**src/rtl/core/stp_pkg.sv**
```systemverilog
// Shared constants, codes and types of the stepper trapezoid positioner.
package stp_pkg;

	// Widths of position and delay arithmetic.
	localparam int POS_W = 32;
	localparam int DLY_W = 16;
	localparam int ACC_W = 16;
	localparam int JOG_W = 16;
	localparam int WAIT_W = DLY_W + 1;
	localparam int PROD_W = DLY_W + ACC_W;
	localparam int CNT_W = $clog2(DLY_W + 1);
	localparam int CFG_IDX_W = 2;
	localparam int CFG_W = (DLY_W > 16) ? DLY_W : 16;

	// Register reset values.
	localparam logic [ACC_W-1:0] ACCEL_RST = ACC_W'(200);
	localparam logic [DLY_W-1:0] START_RST = DLY_W'(1000);
	localparam logic [DLY_W-1:0] MIN_RST = DLY_W'(200);
	localparam logic [JOG_W-1:0] JOG_RST = JOG_W'(100);

	// Register indexes.
	localparam logic [CFG_IDX_W-1:0] CFG_ACCEL = 2'd0;
	localparam logic [CFG_IDX_W-1:0] CFG_START = 2'd1;
	localparam logic [CFG_IDX_W-1:0] CFG_MIN = 2'd2;
	localparam logic [CFG_IDX_W-1:0] CFG_JOG = 2'd3;

	// Item kinds.
	localparam logic [2:0] KIND_TICK = 3'd0;
	localparam logic [2:0] KIND_GO_OPEN = 3'd1;
	localparam logic [2:0] KIND_GO_CLOSE = 3'd2;
	localparam logic [2:0] KIND_JOG = 3'd3;
	localparam logic [2:0] KIND_SAVE_OPEN = 3'd4;
	localparam logic [2:0] KIND_SAVE_CLOSE = 3'd5;

	// Status codes.
	localparam logic [2:0] ST_NONE = 3'd0;
	localparam logic [2:0] ST_STARTED = 3'd1;
	localparam logic [2:0] ST_NOT_CAL = 3'd2;
	localparam logic [2:0] ST_BUSY = 3'd3;
	localparam logic [2:0] ST_AT_TARGET = 3'd4;
	localparam logic [2:0] ST_SAVED = 3'd5;

	// Input word.
	typedef struct packed {
		logic [2:0] kind;
		logic       jog_toward_open;
	} in_t;

	// Output word.
	typedef struct packed {
		logic                    step_level;
		logic                    dir_level;
		logic                    busy_res;
		logic signed [POS_W-1:0] position;
		logic                    limits_valid;
		logic [2:0]              status;
	} out_t;

	// Commands from the controller to the datapath.
	typedef struct packed {
		logic load_item;
		logic prep;
		logic div_start;
		logic commit;
	} dp_cmd_t;

	// Status from the datapath to the controller.
	typedef struct packed {
		logic need_div;
		logic div_busy;
	} dp_sts_t;

endpackage

```
**src/rtl/core/stepper_trapezoid_positioner.sv**
```systemverilog
// Top level of the stepper trapezoid positioner.
//
// The input channel (in_valid/in_ready/in_data) carries one word per microsecond
// tick or command: go open, go close, jog, save open, save close. For every
// accepted word exactly one output word (out_valid/out_ready/out_data) follows,
// giving the step and direction pin levels, the busy flag, the position, whether
// the limits are calibrated and a command status.
// Each word passes the controller states idle, prep, mul and commit; a tick
// that waits for a step inside the acceleration or deceleration ramp also passes
// a divide state, as the ramp delay needs a restoring divide, one quotient bit
// per cycle. A new word is accepted only once the previous one has committed.
// The output word sits in its own register; while the receiver stalls, the next
// word is still accepted and processed, and it waits at commit until the output
// register is free.
// Registers are written on the cfg channel (cfg_valid/cfg_ready, always ready);
// the user must write them only while no word is in flight; the block does not
// enforce this. Reset restores the register defaults and clears the position,
// both saved positions and any move.
module stepper_trapezoid_positioner (
	input  logic                          clk,
	input  logic                          arst_n,
	input  logic                          in_valid,
	output logic                          in_ready,
	input  stp_pkg::in_t                  in_data,
	output logic                          out_valid,
	input  logic                          out_ready,
	output stp_pkg::out_t                 out_data,
	input  logic                          cfg_valid,
	output logic                          cfg_ready,
	input  logic [stp_pkg::CFG_IDX_W-1:0] cfg_index,
	input  logic [stp_pkg::CFG_W-1:0]     cfg_data
);

	stp_pkg::dp_cmd_t cmd;
	stp_pkg::dp_sts_t sts;

	assign cfg_ready = 1'b1;

	stp_ctrl u_ctrl (
		.clk      (clk),
		.arst_n   (arst_n),
		.in_valid (in_valid),
		.in_ready (in_ready),
		.out_valid(out_valid),
		.out_ready(out_ready),
		.cmd      (cmd),
		.sts      (sts)
	);

	stp_dp u_dp (
		.clk      (clk),
		.arst_n   (arst_n),
		.in_data  (in_data),
		.cfg_we   (cfg_valid && cfg_ready),
		.cfg_index(cfg_index),
		.cfg_data (cfg_data),
		.cmd      (cmd),
		.sts      (sts),
		.out_data (out_data)
	);

	// The step pin is never high without a move in progress.
	a_step_needs_move: assert property (@(posedge clk) disable iff (!arst_n)
		out_valid |-> !(out_data.step_level && !out_data.busy_res))
		else $error("step pin high while idle");

	// A started move reports busy.
	a_started_busy: assert property (@(posedge clk) disable iff (!arst_n)
		(out_valid && out_data.status == stp_pkg::ST_STARTED) |-> out_data.busy_res)
		else $error("move started but not busy");

	// A refusal for missing calibration means the limits are equal.
	a_not_cal: assert property (@(posedge clk) disable iff (!arst_n)
		(out_valid && out_data.status == stp_pkg::ST_NOT_CAL) |-> !out_data.limits_valid)
		else $error("not calibrated reported with valid limits");

	// No new word is taken while the divider still runs.
	a_idle_div: assert property (@(posedge clk) disable iff (!arst_n)
		in_ready |-> !sts.div_busy)
		else $error("input ready during divide");

endmodule

```
**src/rtl/core/stp_div.sv**
```systemverilog
// Restoring divider, one quotient bit per cycle, for the ramp delay.
module stp_div (
	input  logic                        clk,
	input  logic                        arst_n,
	input  logic                        start,
	input  logic [stp_pkg::PROD_W-1:0]  num,
	input  logic [stp_pkg::ACC_W-1:0]   den,
	output logic                        busy,
	output logic [stp_pkg::DLY_W-1:0]   quo
);

	logic [stp_pkg::ACC_W-1:0] rem_q;
	logic [stp_pkg::DLY_W-1:0] quo_q;
	logic [stp_pkg::CNT_W-1:0] cnt_q;
	logic [stp_pkg::ACC_W:0]   trial;
	logic [stp_pkg::ACC_W:0]   diff;
	logic                      ge;

	// Shift in the next numerator bit and try a subtract.
	assign trial = {rem_q, quo_q[stp_pkg::DLY_W-1]};
	assign diff = trial - {1'b0, den};
	assign ge = (trial >= {1'b0, den});

	// Iteration counter.
	always_ff @(posedge clk or negedge arst_n) begin
		if (!arst_n) begin
			cnt_q <= '0;
		end else if (start) begin
			cnt_q <= stp_pkg::CNT_W'(stp_pkg::DLY_W);
		end else if (cnt_q != '0) begin
			cnt_q <= cnt_q - 1'b1;
		end
	end

	// The upper numerator half is below the divisor, so the quotient fits DLY_W bits.
	always_ff @(posedge clk) begin
		if (start) begin
			rem_q <= num[stp_pkg::PROD_W-1:stp_pkg::DLY_W];
			quo_q <= num[stp_pkg::DLY_W-1:0];
		end else if (cnt_q != '0) begin
			rem_q <= ge ? diff[stp_pkg::ACC_W-1:0] : trial[stp_pkg::ACC_W-1:0];
			quo_q <= {quo_q[stp_pkg::DLY_W-2:0], ge};
		end
	end

	assign busy = (cnt_q != '0);
	assign quo = quo_q;

endmodule

```
**src/rtl/core/stp_dp.sv**
```systemverilog
// Datapath: registers, move state, ramp delay arithmetic and the output word.
module stp_dp (
	input  logic                          clk,
	input  logic                          arst_n,
	input  stp_pkg::in_t                  in_data,
	input  logic                          cfg_we,
	input  logic [stp_pkg::CFG_IDX_W-1:0] cfg_index,
	input  logic [stp_pkg::CFG_W-1:0]     cfg_data,
	input  stp_pkg::dp_cmd_t              cmd,
	output stp_pkg::dp_sts_t              sts,
	output stp_pkg::out_t                 out_data
);

	// Configuration registers.
	logic [stp_pkg::ACC_W-1:0] accel_q;
	logic [stp_pkg::DLY_W-1:0] start_q;
	logic [stp_pkg::DLY_W-1:0] min_q;
	logic [stp_pkg::JOG_W-1:0] jog_q;

	// Motion state.
	logic [stp_pkg::POS_W-1:0]  cur_pos_q, open_pos_q, close_pos_q;
	logic [stp_pkg::POS_W-1:0]  steps_left_q, steps_done_q;
	logic [stp_pkg::WAIT_W-1:0] wait_q;
	logic [stp_pkg::DLY_W-1:0]  high_q;
	logic                       moving_q, dir_q, pulse_q;

	// Next values.
	logic [stp_pkg::POS_W-1:0]  cur_pos_d, open_pos_d, close_pos_d;
	logic [stp_pkg::POS_W-1:0]  steps_left_d, steps_done_d;
	logic [stp_pkg::WAIT_W-1:0] wait_d;
	logic [stp_pkg::DLY_W-1:0]  high_d;
	logic                       moving_d, dir_d, pulse_d;
	logic [2:0]                 status_d;

	// Item and prep stage.
	stp_pkg::in_t               item_q;
	logic [stp_pkg::DLY_W-1:0]  lo_s1, span_s1;
	logic [stp_pkg::ACC_W-1:0]  phase_s1;
	logic                       need_div_s1;

	// Combinational helpers.
	logic [stp_pkg::DLY_W-1:0]  lo;
	logic [stp_pkg::POS_W-1:0]  left_m1, phase_full;
	logic                       need_div_c;
	logic [stp_pkg::PROD_W-1:0] prod;
	logic [stp_pkg::DLY_W-1:0]  quo;
	logic                       div_busy;
	logic [stp_pkg::DLY_W-1:0]  d_raw, d_half;
	logic [stp_pkg::WAIT_W-1:0] two_d, wait_inc;
	logic [stp_pkg::DLY_W-1:0]  high_dec;
	logic [stp_pkg::POS_W-1:0]  target, diff, mag;
	logic                       neg;
	stp_pkg::out_t              out_q;

	// Register writes.
	always_ff @(posedge clk or negedge arst_n) begin
		if (!arst_n) begin
			accel_q <= stp_pkg::ACCEL_RST;
			start_q <= stp_pkg::START_RST;
			min_q <= stp_pkg::MIN_RST;
			jog_q <= stp_pkg::JOG_RST;
		end else if (cfg_we) begin
			case (cfg_index)
				stp_pkg::CFG_ACCEL: accel_q <= cfg_data[stp_pkg::ACC_W-1:0];
				stp_pkg::CFG_START: start_q <= cfg_data[stp_pkg::DLY_W-1:0];
				stp_pkg::CFG_MIN: min_q <= cfg_data[stp_pkg::DLY_W-1:0];
				stp_pkg::CFG_JOG: jog_q <= cfg_data[stp_pkg::JOG_W-1:0];
				default: ;
			endcase
		end
	end

	// Capture the accepted word.
	always_ff @(posedge clk) begin
		if (cmd.load_item) begin
			item_q <= in_data;
		end
	end

	// Ramp phase: distance to the nearer end of the move.
	assign lo = (min_q > start_q) ? start_q : min_q;
	assign left_m1 = steps_left_q - 1'b1;
	assign phase_full = (steps_done_q < left_m1) ? steps_done_q : left_m1;
	assign need_div_c = (item_q.kind == stp_pkg::KIND_TICK) && moving_q && !pulse_q &&
		(phase_full < stp_pkg::POS_W'(accel_q));

	always_ff @(posedge clk or negedge arst_n) begin
		if (!arst_n) begin
			need_div_s1 <= 1'b0;
		end else if (cmd.prep) begin
			need_div_s1 <= need_div_c;
		end
	end

	always_ff @(posedge clk) begin
		if (cmd.prep) begin
			lo_s1 <= lo;
			span_s1 <= start_q - lo;
			phase_s1 <= phase_full[stp_pkg::ACC_W-1:0];
		end
	end

	// Slope term, divided by the ramp length over the following cycles.
	assign prod = span_s1 * phase_s1;

	stp_div u_div (
		.clk   (clk),
		.arst_n(arst_n),
		.start (cmd.div_start),
		.num   (prod),
		.den   (accel_q),
		.busy  (div_busy),
		.quo   (quo)
	);

	assign sts.need_div = need_div_s1;
	assign sts.div_busy = div_busy;

	// Half period; a zero delay counts as one tick.
	assign d_raw = need_div_s1 ? (start_q - quo) : lo_s1;
	assign d_half = (d_raw == '0) ? stp_pkg::DLY_W'(1) : d_raw;
	assign two_d = {d_half, 1'b0};
	assign wait_inc = (wait_q == '1) ? wait_q : (wait_q + 1'b1);
	assign high_dec = (high_q != '0) ? (high_q - 1'b1) : high_q;

	// Shorter way round to the saved target.
	assign target = (item_q.kind == stp_pkg::KIND_GO_OPEN) ? open_pos_q : close_pos_q;
	assign diff = target - cur_pos_q;
	assign neg = diff[stp_pkg::POS_W-1];
	assign mag = neg ? (-diff) : diff;

	// Next state for the item in hand.
	always_comb begin
		cur_pos_d = cur_pos_q;
		open_pos_d = open_pos_q;
		close_pos_d = close_pos_q;
		steps_left_d = steps_left_q;
		steps_done_d = steps_done_q;
		wait_d = wait_q;
		high_d = high_q;
		moving_d = moving_q;
		dir_d = dir_q;
		pulse_d = pulse_q;
		status_d = stp_pkg::ST_NONE;
		case (item_q.kind)
			stp_pkg::KIND_TICK: begin
				if (moving_q && pulse_q) begin
					high_d = high_dec;
					if (high_dec == '0) begin
						pulse_d = 1'b0;
						wait_d = '0;
						cur_pos_d = dir_q ? (cur_pos_q + 1'b1) : (cur_pos_q - 1'b1);
						steps_done_d = steps_done_q + 1'b1;
						steps_left_d = left_m1;
						if (left_m1 == '0) begin
							moving_d = 1'b0;
						end
					end
				end else if (moving_q) begin
					wait_d = wait_inc;
					if (wait_inc >= two_d) begin
						pulse_d = 1'b1;
						high_d = d_half;
						wait_d = '0;
					end
				end
			end
			stp_pkg::KIND_GO_OPEN, stp_pkg::KIND_GO_CLOSE: begin
				if (open_pos_q == close_pos_q) begin
					status_d = stp_pkg::ST_NOT_CAL;
				end else if (moving_q) begin
					status_d = stp_pkg::ST_BUSY;
				end else if (diff == '0) begin
					status_d = stp_pkg::ST_AT_TARGET;
				end else begin
					moving_d = 1'b1;
					steps_left_d = mag;
					steps_done_d = '0;
					dir_d = !neg;
					wait_d = '0;
					high_d = '0;
					pulse_d = 1'b0;
					status_d = stp_pkg::ST_STARTED;
				end
			end
			stp_pkg::KIND_JOG: begin
				if (moving_q) begin
					status_d = stp_pkg::ST_BUSY;
				end else if (jog_q != '0) begin
					moving_d = 1'b1;
					steps_left_d = stp_pkg::POS_W'(jog_q);
					steps_done_d = '0;
					dir_d = item_q.jog_toward_open;
					wait_d = '0;
					high_d = '0;
					pulse_d = 1'b0;
					status_d = stp_pkg::ST_STARTED;
				end
			end
			stp_pkg::KIND_SAVE_OPEN: begin
				open_pos_d = cur_pos_q;
				status_d = stp_pkg::ST_SAVED;
			end
			stp_pkg::KIND_SAVE_CLOSE: begin
				close_pos_d = cur_pos_q;
				status_d = stp_pkg::ST_SAVED;
			end
			default: ;
		endcase
	end

	// Motion state update at commit.
	always_ff @(posedge clk or negedge arst_n) begin
		if (!arst_n) begin
			cur_pos_q <= '0;
			open_pos_q <= '0;
			close_pos_q <= '0;
			steps_left_q <= '0;
			steps_done_q <= '0;
			wait_q <= '0;
			high_q <= '0;
			moving_q <= 1'b0;
			dir_q <= 1'b0;
			pulse_q <= 1'b0;
		end else if (cmd.commit) begin
			cur_pos_q <= cur_pos_d;
			open_pos_q <= open_pos_d;
			close_pos_q <= close_pos_d;
			steps_left_q <= steps_left_d;
			steps_done_q <= steps_done_d;
			wait_q <= wait_d;
			high_q <= high_d;
			moving_q <= moving_d;
			dir_q <= dir_d;
			pulse_q <= pulse_d;
		end
	end

	// Output word register.
	always_ff @(posedge clk) begin
		if (cmd.commit) begin
			out_q.step_level <= pulse_d;
			out_q.dir_level <= dir_d;
			out_q.busy_res <= moving_d;
			out_q.position <= $signed(cur_pos_d);
			out_q.limits_valid <= (open_pos_d != close_pos_d);
			out_q.status <= status_d;
		end
	end

	assign out_data = out_q;

endmodule

```
**src/rtl/core/stp_ctrl.sv**
```systemverilog
// Controller state machine: sequences accept, prep, divide and commit of one word.
module stp_ctrl (
	input  logic             clk,
	input  logic             arst_n,
	input  logic             in_valid,
	output logic             in_ready,
	output logic             out_valid,
	input  logic             out_ready,
	output stp_pkg::dp_cmd_t cmd,
	input  stp_pkg::dp_sts_t sts
);

	typedef enum logic [4:0] {
		S_IDLE   = 5'b00001,
		S_PREP   = 5'b00010,
		S_MUL    = 5'b00100,
		S_DIV    = 5'b01000,
		S_COMMIT = 5'b10000
	} state_t;

	state_t state_q, state_d;
	logic   out_valid_q;
	logic   slot_free;

	// The output register can take a new word once the old one leaves.
	assign slot_free = !out_valid_q || out_ready;
	assign in_ready = (state_q == S_IDLE);

	// Next state and commands.
	always_comb begin
		state_d = state_q;
		cmd = '0;
		case (state_q)
			S_IDLE: begin
				if (in_valid) begin
					cmd.load_item = 1'b1;
					state_d = S_PREP;
				end
			end
			S_PREP: begin
				cmd.prep = 1'b1;
				state_d = S_MUL;
			end
			S_MUL: begin
				if (sts.need_div) begin
					cmd.div_start = 1'b1;
					state_d = S_DIV;
				end else begin
					state_d = S_COMMIT;
				end
			end
			S_DIV: begin
				if (!sts.div_busy) begin
					state_d = S_COMMIT;
				end
			end
			S_COMMIT: begin
				if (slot_free) begin
					cmd.commit = 1'b1;
					state_d = S_IDLE;
				end
			end
			default: state_d = S_IDLE;
		endcase
	end

	always_ff @(posedge clk or negedge arst_n) begin
		if (!arst_n) begin
			state_q <= S_IDLE;
		end else begin
			state_q <= state_d;
		end
	end

	// Output valid flag.
	always_ff @(posedge clk or negedge arst_n) begin
		if (!arst_n) begin
			out_valid_q <= 1'b0;
		end else if (cmd.commit) begin
			out_valid_q <= 1'b1;
		end else if (out_ready) begin
			out_valid_q <= 1'b0;
		end
	end

	assign out_valid = out_valid_q;

endmodule

```
**config.mk**
```make
export PLATFORM = sky130hd
export DESIGN_NAME = stepper_trapezoid_positioner
export DESIGN_NICKNAME = d
export VERILOG_FILES = /design/src/rtl/core/stp_pkg.sv /design/src/rtl/core/stepper_trapezoid_positioner.sv /design/src/rtl/core/stp_div.sv /design/src/rtl/core/stp_dp.sv /design/src/rtl/core/stp_ctrl.sv
export SDC_FILE = /design/constraint.sdc
export NUM_CORES = 2
export LEC_CHECK = 0
export BUFFER_PORTS_ARGS = -buffer_cell sky130_fd_sc_hd__buf_2
export CORE_AREA = 2 2 259 261
export DETAILED_ROUTE_END_ITERATION = 10
export DIE_AREA = 0 0 261 263
export PLACE_DENSITY_LB_ADDON = 0.25
export SKIP_CTS_REPAIR_TIMING = 1
export SLEW_MARGIN = 40
export SYNTH_ARGS = -nofsm -noshare
export SYNTH_HDL_FRONTEND = slang
export SYNTH_SLANG_ARGS = --single-unit
```
**constraint.sdc**
```tcl
create_clock -name clk -period 9.5 [get_ports clk]
set_clock_uncertainty 0.15 [all_clocks]
set_input_delay 1.425 -clock clk [delete_from_list [all_inputs] [get_ports clk]]
set_output_delay 1.425 -clock clk [all_outputs]
set_load 0.02 [all_outputs]
```
# == Word-level counts from Yosys, hierarchy flattened ==
# Index checks and enable logic that the tools add are counted.
# word_totals
in_bits,27
elab_cells,209
output_inout_bits,42
ff_bits,395
# classes
mux,101
n_mul,1
reduce_logical,30
order_cmp,5
n_eq_ne,29
add_sub_neg,12
# ops
operator,count
$mux 32,23
$mux 16,17
$pmux 32 s3,2
$mux 17,10
$add 32x1->32 const B,2
$logic_not 32->1,2
$sub 32x1->32 const B,2
$pmux 17 s3,1
$pmux 16 s3,1
$sub 16x16->16,3
$eq 32x32->1,1
$logic_not 16->1,2
$lt 32x16->1,1
$lt 32x32->1,1
$mul 16x16->32,1
$mux 1,32
$ne 32x32->1,1
$neg 32->32,1
$reduce_bool 16->1,2
$sub 32x32->32,1
$mux 5,6
$reduce_and 9->1,3
$pmux 5 s5,1
$add 17x1->17 const B,1
35 further kinds,61

# == Longest topological paths before layout ==
# logic_depth
ltp_word,9
ltp_mapped,30
depth_no_buf,28

# == By module ==
# From an unflattened synthesis, not the netlist that was laid out.
# unflattened
cells_unflattened,3947
area_unflattened_um2,36246.0
# modules_own_cells
module,area_per_inst_um2,cells_each,instances,seq_area_each_um2
stp_dp,33269.4,3659,1,9282.7
stp_div,2610.0,250,1,1086.0
stp_ctrl,355.3,36,1,151.4
stepper_trapezoid_positioner,11.3,2,1,0.0

# == Least setup slack after synthesis ==
# No wires, ideal clock.
# synth_timing
kind,register to register
startpoint,register u_dp.span_s1[5] (netlist bit)
endpoint,register u_dp.u_div.rem_q[14] (netlist bit) (data pin)
path_stages_with_launch,24
synth_period_minus_slack_ns,6.664
setup_ns,0.273
required_time_ns,9.077
t_arrival_ns,6.241
n_path_buf,1
path_slack_ns,2.836
cell_sequence,edfxtp_1 -> clkbuf_1 -> nand2_1 -> fa_1 -> inv_1 -> fa_1 -> inv_1 -> fa_1 -> fa_1 -> fa_1 -> inv_1 -> fa_1 -> ha_1 -> and2_1 -> nor2b_1 -> a41oi_1 -> a21oi_1 -> a221oi_1 -> o31ai_1 -> a21o_1 -> a21oi_1 -> o21ai_0 -> xnor2_1 -> mux2i_1
# synth_via
elab_chain_len,2
# synth_rtl
item,line_no,source
"start, declared",stp_dp.sv:37,"logic [stp_pkg::DLY_W-1:0] lo_s1, span_s1;"
"start signal, assigned",stp_dp.sv:98,span_s1 <= start_q - lo;
$mul 16x16->32,stp_dp.sv:104,assign prod = span_s1 * phase_s1;
$mux 16,stp_div.sv:37,if (start) begin
"end signal, assigned",stp_div.sv:38,rem_q <= num[stp_pkg::PROD_W-1:stp_pkg::DLY_W];
"end signal, assigned",stp_div.sv:41,rem_q <= ge ? diff[stp_pkg::ACC_W-1:0] : trial[stp_pkg::ACC_W-1:0];
"end, declared",stp_div.sv:12,logic [stp_pkg::ACC_W-1:0] rem_q;
# No other way between the ends.
# A chain may end at the register's enable or synchronous reset.

# == Worst setup path after layout ==
# Same ends and word-level chain as after synthesis.

==> summary.txt <==
Run status
  – Outcome: finished clean

Min path
  – Hold endpoint: u_dp.steps_done_q[31]
  – Hold Path Class: reg -> reg
  – Min-Delay Path Depth: 1
  – Hold Crit Start: u_dp.steps_done_q[31]

Floorplanning
  – Total die area: 68600 sq um
  – Die Height: 263 um
  – Starting density of the core: 0.547
  – Core ar.: 65600 sq um
  – Die width: 261 um
  – Boundary Pins: 69
  – Row count: 94

Layout
  – Commonest non-fill, non-tap cells in the layout: 437 x nand2_1, 390 x inv_1, 311 x o21ai_0
  – Area grow syn2layout: 7.40%
  – Layout cells sized above 1: 0.0927
  – Most common cell after layout, fill and taps aside: nand2_1
  – Layout Nets: 4455

Clock network
  – Num CTS Buffers: 45
  – Clock Sink Count: 395
  – CTS tree: yes
  – Max clock buf depth: 3
  – Root buffer cell: clkbuf_16
  – Clk Latency, worst-skew pair: 600 ps
  – Clock transition at path regs: 60 ps
  – Htree depth: 2

Setup path
  – Reg2reg start: u_dp.span_s1[5]
  – Worst R2R Path Depth: 23
  – Setup CP Type: reg -> reg
  – R2R Setup Slk: 2030 ps
  – Type of origin of the critical path: flip-flop
  – Worst Path Arrival: 7640 ps
  – Worst path max stage delay: 750 ps
  – Slowest cell on the critical path: edfxtp_1
  – Crit-path most repeated cell: fa_1
  – CP Capture Type: flip-flop
  – Req. time, crit path: 9680 ps
  – Peak fanout along the critical path: 16
  – Crit path cell chain: nand2_1, fa_1, inv_1, fa_1, inv_1, fa_1, fa_1, fa_1, inv_1, fa_1, ha_1, and2_1, nor2b_1, a41oi_1, a21oi_1, a221oi_1, clkdlybuf4s15_2, o31ai_1, a21o_1, a21oi_1, o21ai_0, xnor2_1, mux2i_1
  – R2R Path End: u_dp.u_div.rem_q[14]

Detailed routing
  – WL final: 95.2 mm
  – First DRT Iteration DRCs: 2176
  – Pre-antenna DRT Iters: 5
  – Routed WL per cell: 19.7 um
  – DRC: 0
  – DR vias: 28833
  – Post-DR vias/cell: 5.96
  – Detail Route Antenna Nets: 0

Global routing
  – Number of global-route vias before repair: 28144
  – GRT Overall Usage: 0.279
  – Largest net degree at the start of global routing: 152
  – First-pass GRT wire length: 153 mm
  – Initial antenna violation count: 10
  – Total grt overflow: 0

Synthesis
  – Synth warn: 0
  – Post-synthesis average cell area: 9.09 sq um
  – Part of the Yosys area used for sequential elements: 0.293
  – Synth area leaders: dfrtp_1 18%, fa_1 11%, ha_1 10%
  – Post-synth top area cell: dfrtp_1
  – Simple-Gate Fraction of Synth Area: 0.157
  – Largest family of logic cells by synthesized area: adder cells
  – Cells after Synth: 3947
  – XOR/XNOR Fraction of Synth Area: 0.0622
  – Seq cells post-synth: 395
  – Post-synth EDFFs: 123
  – Adder-Cell Fraction of Synth Area: 0.214
  – Post-Syn Nets: 4469
  – Cell variety after synth: 93
  – Async set-reset flop share out of synthesis: 0.689
  – Main synth FF type: dfrtp_1
  – Top cell type's share of synthesized area: 0.179
  – Mux cell area share after synthesis: 0.0638
  – Mapped Area: 35900 sq um
  – Compound-Gate Fraction of Synth Area: 0.150

STA
  – Slew @ Worst Pin: 865 ps
  – Period utilisation layout: 0.786
  – Endpoints failing hold: 0
  – Setup_tns: 0 ps
  – Relative slew margins: 0.417
  – Minimum clock period: 7470 ps
  – Unrepaired setup endpoints after global routing: no
  – FMAX: 0.134 GHz
  – Setup Viol. Count Final: 0
  – Slew Limit Fails: 0

Placement
  – Port Buf Inserts: 67
  – Global placement routability congestion: 0.948
  – Post-DP HPWL: 72.5 mm

Run
  – Max Cap Violations: 0
-- sequential cells by signal, summed over array words and instances, names as in the netlist, 17 cells and up --
name               count
u_dp.close_pos_q      32
u_dp.cur_pos_q        32
u_dp.open_pos_q       32
u_dp.out_data         39
u_dp.steps_done_q     32
u_dp.steps_left_q     32
u_dp.wait_q           17
-- worst max-delay path by stage --
stage | from | depth (start not counted) | endpoint
floorplan | u_dp.span_s1[5] | 23 | u_dp.u_div.rem_q[14]
global placement | u_dp.span_s1[5] | 22 | u_dp.u_div.rem_q[14]
detailed placement | u_dp.span_s1[5] | 23 | u_dp.u_div.rem_q[14]
CTS | u_dp.span_s1[5] | 23 | u_dp.u_div.rem_q[14]
global route | u_dp.item_q[2] | 16 | u_dp.steps_done_q[13]
finish | u_dp.span_s1[5] | 23 | u_dp.u_div.rem_q[14]
-- synthesized netlist by cell type, types with 32 or more instances --
master    count
a21o_1       73
a21oi_1     199
and2_1      108
clkbuf_1    131
dfrtp_1     256
edfxtp_1    123
fa_1        199
ha_1        296
inv_1       391
mux2_2      142
mux2i_1      69
nand2_1     438
nand2b_1     47
nand3_1      56
nand4_1      45
nor2_1      206
nor2b_1      32
nor3_1       77
nor4_1       47
o21a_1       32
o21ai_0     311
o31ai_1      38
xnor2_1     161
xor2_1       94
-- metrics by stage --
step / util / area (sq um) / instances / hold WS (ps) / worst slack [ps]
after global routing: 0.587 / 38500 / 4835 / 384 / 1670
after floorplan: - / 35900 / 3947 / 314 / 2840
after global placement: 0.563 / 36900 / 4745 / 353 / 1970
after CTS: 0.586 / 38500 / 4831 / 367 / 2050
after detailed placement: 0.564 / 37000 / 4748 / 365 / 2100
final: 0.587 / 38500 / 4839 / 376 / 2030
-- worst max-delay path, delay by kind of cell, from the launching register on --
family	cells	cell delay (ps)
AOI/OAI and AO/OA	7	1590
and+or+nand+nor	3	470
DFF	1	750
xor gates and xnor gates	1	160
buffers and inverters	4	510
muxes	1	80
adders and majority gates	7	3460
-- kinds of logic after synthesis --
| kind of cell | Yosys count |
|---|---|
| compound gates | 870 |
| other cells | 1 |
| fa+ha+maj | 496 |
| mux | 211 |
| buf+inv | 551 |
| simple gates | 1168 |
| xor+xnor | 255 |
| flops | 395 |
-- layer usage --
| metal | global-route usage | vias to the layer above | wire [um] |
|---|---|---|---|
| met3 | 0.0389 | 177 | 5660 |
| met1 | 0.390 | 14129 | 42100 |
| li1 | - | 13670 | - |
| met4 | 0.0772 | 12 | 2790 |
| met5 | 0 | - | 79 |
| met2 | 0.456 | 845 | 44600 |
-- cell type report --
class,count,area (sq um)
fillers,5770,27100
multi-input cells,3001,23400
flip-flops and latches,395,10500
inverters,392,1470
clock buffers,68,1350
well taps,864,1080
repair buffers,98,622
clock inverters,15,134
diodes,6,15.0
Power is left out: the tool's default activity adds up to more than one toggle a clock period on the data nets, which glitch-free logic cannot reach.
